$ cat config.mk
export PLATFORM = sky130hd
export DESIGN_NAME = sbs_mac
export DESIGN_NICKNAME = d
export VERILOG_FILES = /design/src/sv/stereo_bass_surround_fir_splitter_assert.svh /design/src/sv/sbs_pkg.sv /design/src/sv/sbs_mac.sv
export SDC_FILE = /design/constraint.sdc
export NUM_CORES = 2
export LEC_CHECK = 0
export CORE_UTILIZATION = 40
export CTS_CLUSTER_SIZE = 8
export DETAILED_ROUTE_END_ITERATION = 10
export DONT_BUFFER_PORTS = 1
export PLACE_DENSITY_LB_ADDON = 0.05
export SLEW_MARGIN = 5
export SYNTH_ARGS = -nofsm -noshare
export SYNTH_HDL_FRONTEND = slang
export SYNTH_SLANG_ARGS = --single-unit
$ cat constraint.sdc
create_clock -name aclk -period 8 [get_ports aclk]
set_clock_uncertainty 0.15 [all_clocks]
set_input_delay 1.6 -clock aclk [delete_from_list [all_inputs] [get_ports aclk]]
set_output_delay 1.6 -clock aclk [all_outputs]
set_load 0.005 [all_outputs]
$ cat src/sv/stereo_bass_surround_fir_splitter_assert.svh
// Assertion macros for the stereo bass splitter.
// Included by the top level; depends on nothing else.
`ifndef STEREO_BASS_SURROUND_FIR_SPLITTER_ASSERT_SVH
`define STEREO_BASS_SURROUND_FIR_SPLITTER_ASSERT_SVH
`ifndef SYNTHESIS
// Clocked check, suspended while reset is held
`define SBS_ASSERT(lbl, clk, rstn, prop) \
    lbl: assert property (@(posedge clk) disable iff (!rstn) prop) \
        else $error("sbs assertion failed");
// Clocked check that also runs through reset
`define SBS_ASSERT_ALWAYS(lbl, clk, prop) \
    lbl: assert property (@(posedge clk) prop) \
        else $error("sbs assertion failed");
`else
`define SBS_ASSERT(lbl, clk, rstn, prop)
`define SBS_ASSERT_ALWAYS(lbl, clk, prop)
`endif
`endif

$ cat src/sv/sbs_pkg.sv
// Shared types, constants and coefficient functions for the stereo bass splitter.
// No dependencies.
package sbs_pkg;

    localparam int HIGHPASS_TAPS_DEF = 201;
    localparam int LOWPASS_TAPS_DEF  = 200;
    localparam int COEF_BITS_DEF     = 24;
    localparam int HP_DESIGN         = 201;
    localparam int LP_DESIGN         = 200;

    // Bass trims in Q1.15
    localparam logic [15:0] GAIN_M3_8DB = 16'd21157;
    localparam logic [15:0] GAIN_M9_4DB = 16'd11103;

    // Configuration register indexes
    localparam int CFG_IDX_W = 2;
    localparam logic [CFG_IDX_W-1:0] REG_INPUT_GAIN   = 2'd0;
    localparam logic [CFG_IDX_W-1:0] REG_CHANNEL_MASK = 2'd1;

    // Handshake from the sequencer into the MAC
    typedef struct packed {
        logic valid;
        logic first;
    } mac_ctl_t;

    // Half designs in millionths: high-pass symmetric about the last entry, low-pass mirrored after it
    localparam int HP_HALF [101] = '{
        66, -143, -261, -202, 0, 216, 296, 173, -85, -308,
        -335, -123, 203, 423, 363, 32, -367, -551, -358, 122,
        578, 674, 290, -356, -828, -758, -126, 678, 1091, 763,
        -160, -1080, -1327, -643, 588, 1536, 1482, 352, -1158, -2000,
        -1492, 145, 1853, 2408, 1290, -871, -2627, -2676, -810, 1822,
        3408, 2708, 0, -2970, -4100, -2405, 1172, 4251, 4582, 1668,
        -2714, -5570, -4714, -407, 4601, 6796, 4341, -1457, -6775, -7764,
        -3290, 3990, 9149, 8275, 1366, -7264, -11609, -8076, 1689, 11387,
        14023, 6820, -6283, -16595, -16249, -3932, 13235, 23509, 18151, -1841,
        -24685, -34055, -19607, 14455, 48614, 56773, 20521, -58827, -157650, -239264,
        729167
    };

    localparam int LP_HALF [100] = '{
        247, 250, 187, 70, -72, -204, -290, -303, -233, -90,
        95, 273, 396, 420, 327, 127, -136, -395, -575, -612,
        -478, -186, 198, 577, 838, 892, 694, 270, -286, -829,
        -1201, -1272, -985, -381, 403, 1164, 1678, 1770, 1366, 527,
        -555, -1595, -2292, -2409, -1853, -712, 748, 2144, 3072, 3221,
        2472, 948, -993, -2842, -4065, -4255, -3261, -1249, 1307, 3737,
        5342, 5590, 4283, 1641, -1717, -4913, -7028, -7363, -5649, -2168,
        2275, 6523, 9361, 9841, 7580, 2922, -3082, -8890, -12842, -13603,
        -10568, -4114, 4385, 12809, 18765, 20200, 15986, 6358, -6949, -20899,
        -31700, -35577, -29625, -12552, 14875, 49786, 87600, 122809, 149975, 164760
    };

    // Millionths to Q1.(cb-1), rounded half up; elaboration only
    function automatic longint to_coef(input int m, input int cb);
        longint p;
        p = longint'(m) * (longint'(1) << (cb - 1));
        if (p >= 0) return (p + 64'sd500000) / 64'sd1000000;
        return -((-p + 64'sd499999) / 64'sd1000000);
    endfunction

    function automatic longint hp_coef(input int i, input int cb);
        if (i >= HP_DESIGN) return 64'sd0;
        return to_coef(HP_HALF[(i <= 100) ? i : (HP_DESIGN - 1 - i)], cb);
    endfunction

    function automatic longint lp_coef(input int i, input int cb);
        if (i >= LP_DESIGN) return 64'sd0;
        return to_coef(LP_HALF[(i < 100) ? i : (LP_DESIGN - 1 - i)], cb);
    endfunction

    // Saturation of a wide signed value
    function automatic logic signed [15:0] sat16(input logic signed [63:0] v);
        if (v > 64'sd32767)  return 16'sh7fff;
        if (v < -64'sd32768) return 16'sh8000;
        return v[15:0];
    endfunction

    function automatic logic signed [17:0] sat18(input logic signed [63:0] v);
        if (v > 64'sd131071)  return 18'sh1ffff;
        if (v < -64'sd131072) return 18'sh20000;
        return v[17:0];
    endfunction

endpackage

$ cat src/sv/sbs_mac.sv
// Shared multiply-accumulate: registered product, then accumulate.
// Depends on sbs_pkg for the control struct.
module sbs_mac #(
    parameter int AW    = 28,
    parameter int BW    = 18,
    parameter int ACC_W = 55
) (
    input  logic                    aclk,
    input  logic                    aresetn,
    input  sbs_pkg::mac_ctl_t       ctl,
    input  logic signed [AW-1:0]    a,
    input  logic signed [BW-1:0]    b,
    output logic signed [ACC_W-1:0] acc,
    output logic                    busy
);

    logic signed [AW+BW-1:0] prod_reg;
    logic                    pv_reg;
    logic                    pfirst_reg;
    logic signed [ACC_W-1:0] acc_reg;
    logic signed [ACC_W-1:0] acc_next;

    // Product stage
    always_ff @(posedge aclk) begin
        if (!aresetn) begin
            pv_reg <= 1'b0;
        end else begin
            pv_reg <= ctl.valid;
        end
        prod_reg   <= a * b;
        pfirst_reg <= ctl.first;
    end

    // Accumulate stage; first beat of a pass reloads
    always_comb begin
        acc_next = acc_reg;
        if (pv_reg) begin
            acc_next = pfirst_reg ? ACC_W'(prod_reg) : acc_reg + ACC_W'(prod_reg);
        end
    end

    always_ff @(posedge aclk) begin
        acc_reg <= acc_next;
    end

    assign acc  = acc_reg;
    assign busy = pv_reg;

endmodule

==> results by group <==
Route
  • Final WL: 63.9 mm
  • Vias: roughly 17000
  • DR WL/cell: about 19 µm
  • DR iter-0 viols: 793
  • Drc violations: 0
  • DRT Pass-1 Iters: 5
  • Via/cell ratio: 5.04
  • Post-route ant nets: 0

Clock network
  • Number of buffers created by CTS: 9
  • Post-CTS setup repair buffer count: 0
  • Clock sink count: 103
  • CTS max path bufs: 2
  • CTS resizes: 0
  • H-tree depth: 3
  • Cts-stage hold buffer count: 0
  • Worst-path clk slew: 80 ps
  • Clk root buf: clkbuf_16
  • CTS tree: yes
  • Clk Latency, worst-skew pair: 370 ps

Timing
  • Final TNS setup: 0 ps
  • Fmax: 0.138 GHz
  • Final Cycle Share: 0.907
  • Slew HR: 0.336
  • Actual slew at the worst max-slew pin: 996 ps
  • Max Slew Vio Count: 0
  • Unrepaired setup endpoints after global routing: false
  • Fin. Hold Viols: 0
  • # setup viols final: 0
  • Final min period: 7260 ps

Yosys
  • #FFs+latches synth: 103
  • Distinct cells, synth: 60
  • Top cell type's share of synthesized area: 0.411
  • Fraction of synthesized cell area in xor and xnor cells: 0.0331
  • Mean area per synthesized cell: 8.91 µm²
  • Cells after synthesis: 2678
  • Post-synthesis sequential area ratio: 0.110
  • Main combinational cell family by area after synthesis: adder cells
  • Compound-cell area share of the yosys netlist: 0.0924
  • Post-Synth Adder-Cell Area: 0.499
  • Number of synthesized flops with an enable pin: 55
  • Synth Area in Simple Gates: 0.152
  • Post-synth top flop: edfxtp_1
  • Ranking of synthesized cells by area: fa_1 (41%), inv_1 (9.3%), ha_1 (8.8%), edfxtp_1 (6.9%), nand2_1 (6.2%)
  • Cell taking the most area after synthesis: fa_1
  • Synth Cell Area: about 24000 µm²
  • Synth warn: 0
  • Post-synth ARST share: 0
  • Syn_nets: 3385
  • Post-synthesis mux area share: 0.00268

Die
  • Initial core utilization: 0.404
  • Site Rows: 89
  • Core area: slightly below 60000 µm²
  • Die height: about 250 µm
  • Die ar.: 60600 µm²
  • I/O pin total: about 110
  • Die W: 246 µm

Cells and area
  • Layout cell share with drive strength beyond 1: 0.0204
  • Final net count: 3302
  • Max FFs per register: 55
  • ANT cells: 0
  • Area Overhead vs Synth: 4.13%
  • Filler cells: 5935

Setup path
  • Required @ worst endpoint: between 8000 and 9000 ps
  • CP Class: input port to flip-flop
  • CP Max Fanout: 28
  • CP arrival: 7410 ps
  • Reg-to-reg slack, setup: 4240 ps
  • CP startpoint kind: input port
  • Setup crit end kind: flip-flop

Place
  • Final HPWL DP: ~53 mm
  • IO buf count: 0
  • Final GP Congestion: 0.885

GRT
  • Initial antenna violation count: 0
  • Gr usage total: 0.219
  • First-pass GRT wire length: roughly 100 mm
  • Largest net degree at the start of global routing: approximately 110
  • Grt ovf: 0
  • Vias in the first global route: 18200

Hold path
  • Hold Crit Class: flip-flop to flip-flop

Run status
  • Status: complete, no violations

Flow run
  • Maxcap violations: 0
==> logic make-up (layout without fill, tap and decap cells) <==
kind of cell,count (synthesis),after routing
multiplexers,6,6
flip-flops,103,103
buffers and inverters,705,627
adder cells (fa/ha/maj),657,657
XOR/XNOR,90,90
AND/OR/NAND/NOR,771,771
AO/OA/AOI/OAI,346,346
==> through the flow <==
stage | setup WS [ps] | utilization | cells | hold WS, ps | instance area, µm²
finish | 744 | 0.421 | 3373 | 398 | 24800
global route | 471 | 0.421 | 3373 | 432 | 24800
CTS | 738 | 0.421 | 3373 | 402 | 24800
detailed placement | 331 | 0.416 | 3357 | 386 | 24500
global placement | 332 | 0.416 | 3357 | 383 | 24500
floorplan | 328 | - | 2678 | 359 | 23900
==> cells in the final DEF, fill, tap and decap left out, drive strengths merged, types with 5 or more instances in the layout <==
cell | netlist | routed
inv | 590 | 593
fa | 490 | 490
nand2 | 392 | 392
and2 | 199 | 199
ha | 167 | 167
a21oi | 98 | 98
o21ai | 90 | 90
nor2 | 77 | 77
xnor2 | 61 | 61
edfxtp | 55 | 55
dfxtp | 48 | 48
a21o | 47 | 47
xor2 | 29 | 29
nand3 | 22 | 22
buf | 13 | 21
a31oi | 18 | 18
o21a | 17 | 17
nand2b | 14 | 14
nor3 | 14 | 14
nand4 | 12 | 12
o21bai | 11 | 11
clkbuf | 102 | 11
nor2b | 10 | 10
a211oi | 10 | 10
and3 | 9 | 9
o31ai | 9 | 9
o211ai | 8 | 8
a211o | 7 | 7
nor3b | 7 | 7
or3 | 5 | 5
==> path summary, 6_finish.rpt <==
| path | cells past startpoint | startpoint | end |
|---|---|---|---|
| worst max register to register | 11 | acc[24] | acc[54] |
| worst min register to register | 2 | prod_reg[27] | acc[27] |
| worst max-delay path | 23 | b[0] | prod_reg[44] |
| worst min-delay path | 2 | prod_reg[27] | acc[27] |
==> Yosys cell counts (all sizes together) (4+ instances only) <==
library cell    n
o41ai           4
ha            167
clkbuf        102
o21ai          90
o31ai           9
nand2b         14
or3             5
nand2         392
o21bai         11
o2111ai         4
nor3           14
a211o           7
or4             4
a21oi          98
a31o            4
o211ai          8
inv           590
and2          199
o21a           17
buf            13
and3            9
edfxtp         55
nor2b          10
xnor2          61
nand4          12
xor2           29
fa            490
nor3b           7
a31oi          18
dfxtp          48
a21o           47
a211oi         10
nand3          22
nor2           77
==> layer usage <==
layer | vias to the layer above | track usage | wire [µm]
li1 | 7984 | - | -
met1 | 8647 | 0.333 | 32700
met2 | 334 | 0.330 | 27100
met3 | 49 | 0.0310 | 3200
met4 | 0 | 0.0435 | 941
met5 | - | 0 | 0
==> worst max-delay path, cell delays in order <==
cell,delay [ps]
nand2_1,60
fa_1,540
inv_1,50
fa_1,490
inv_1,50
fa_1,490
fa_1,520
inv_1,90
fa_1,560
inv_1,50
fa_1,480
inv_1,40
ha_1,340
a21o_1,210
a21o_1,170
a21oi_1,220
o21ai_0,130
a211oi_1,230
buf_4,160
o21bai_1,100
a221o_1,320
or4_1,400
nand4_1,100
==> final cells by class <==
type                    instances  area (µm²)  area share
repair buffers                 21         158     0.00635
well taps                     773         967      0.0389
flip-flops and latches        103        2620       0.105
multi-input cells            1870       18600       0.748
clock buffers                  11         254      0.0102
clock inverters                 5        43.8     0.00176
inverters                     590        2210      0.0892
Power is not shown: default switching activity piles up to over one toggle a cycle in this logic, so the estimate is an artifact.
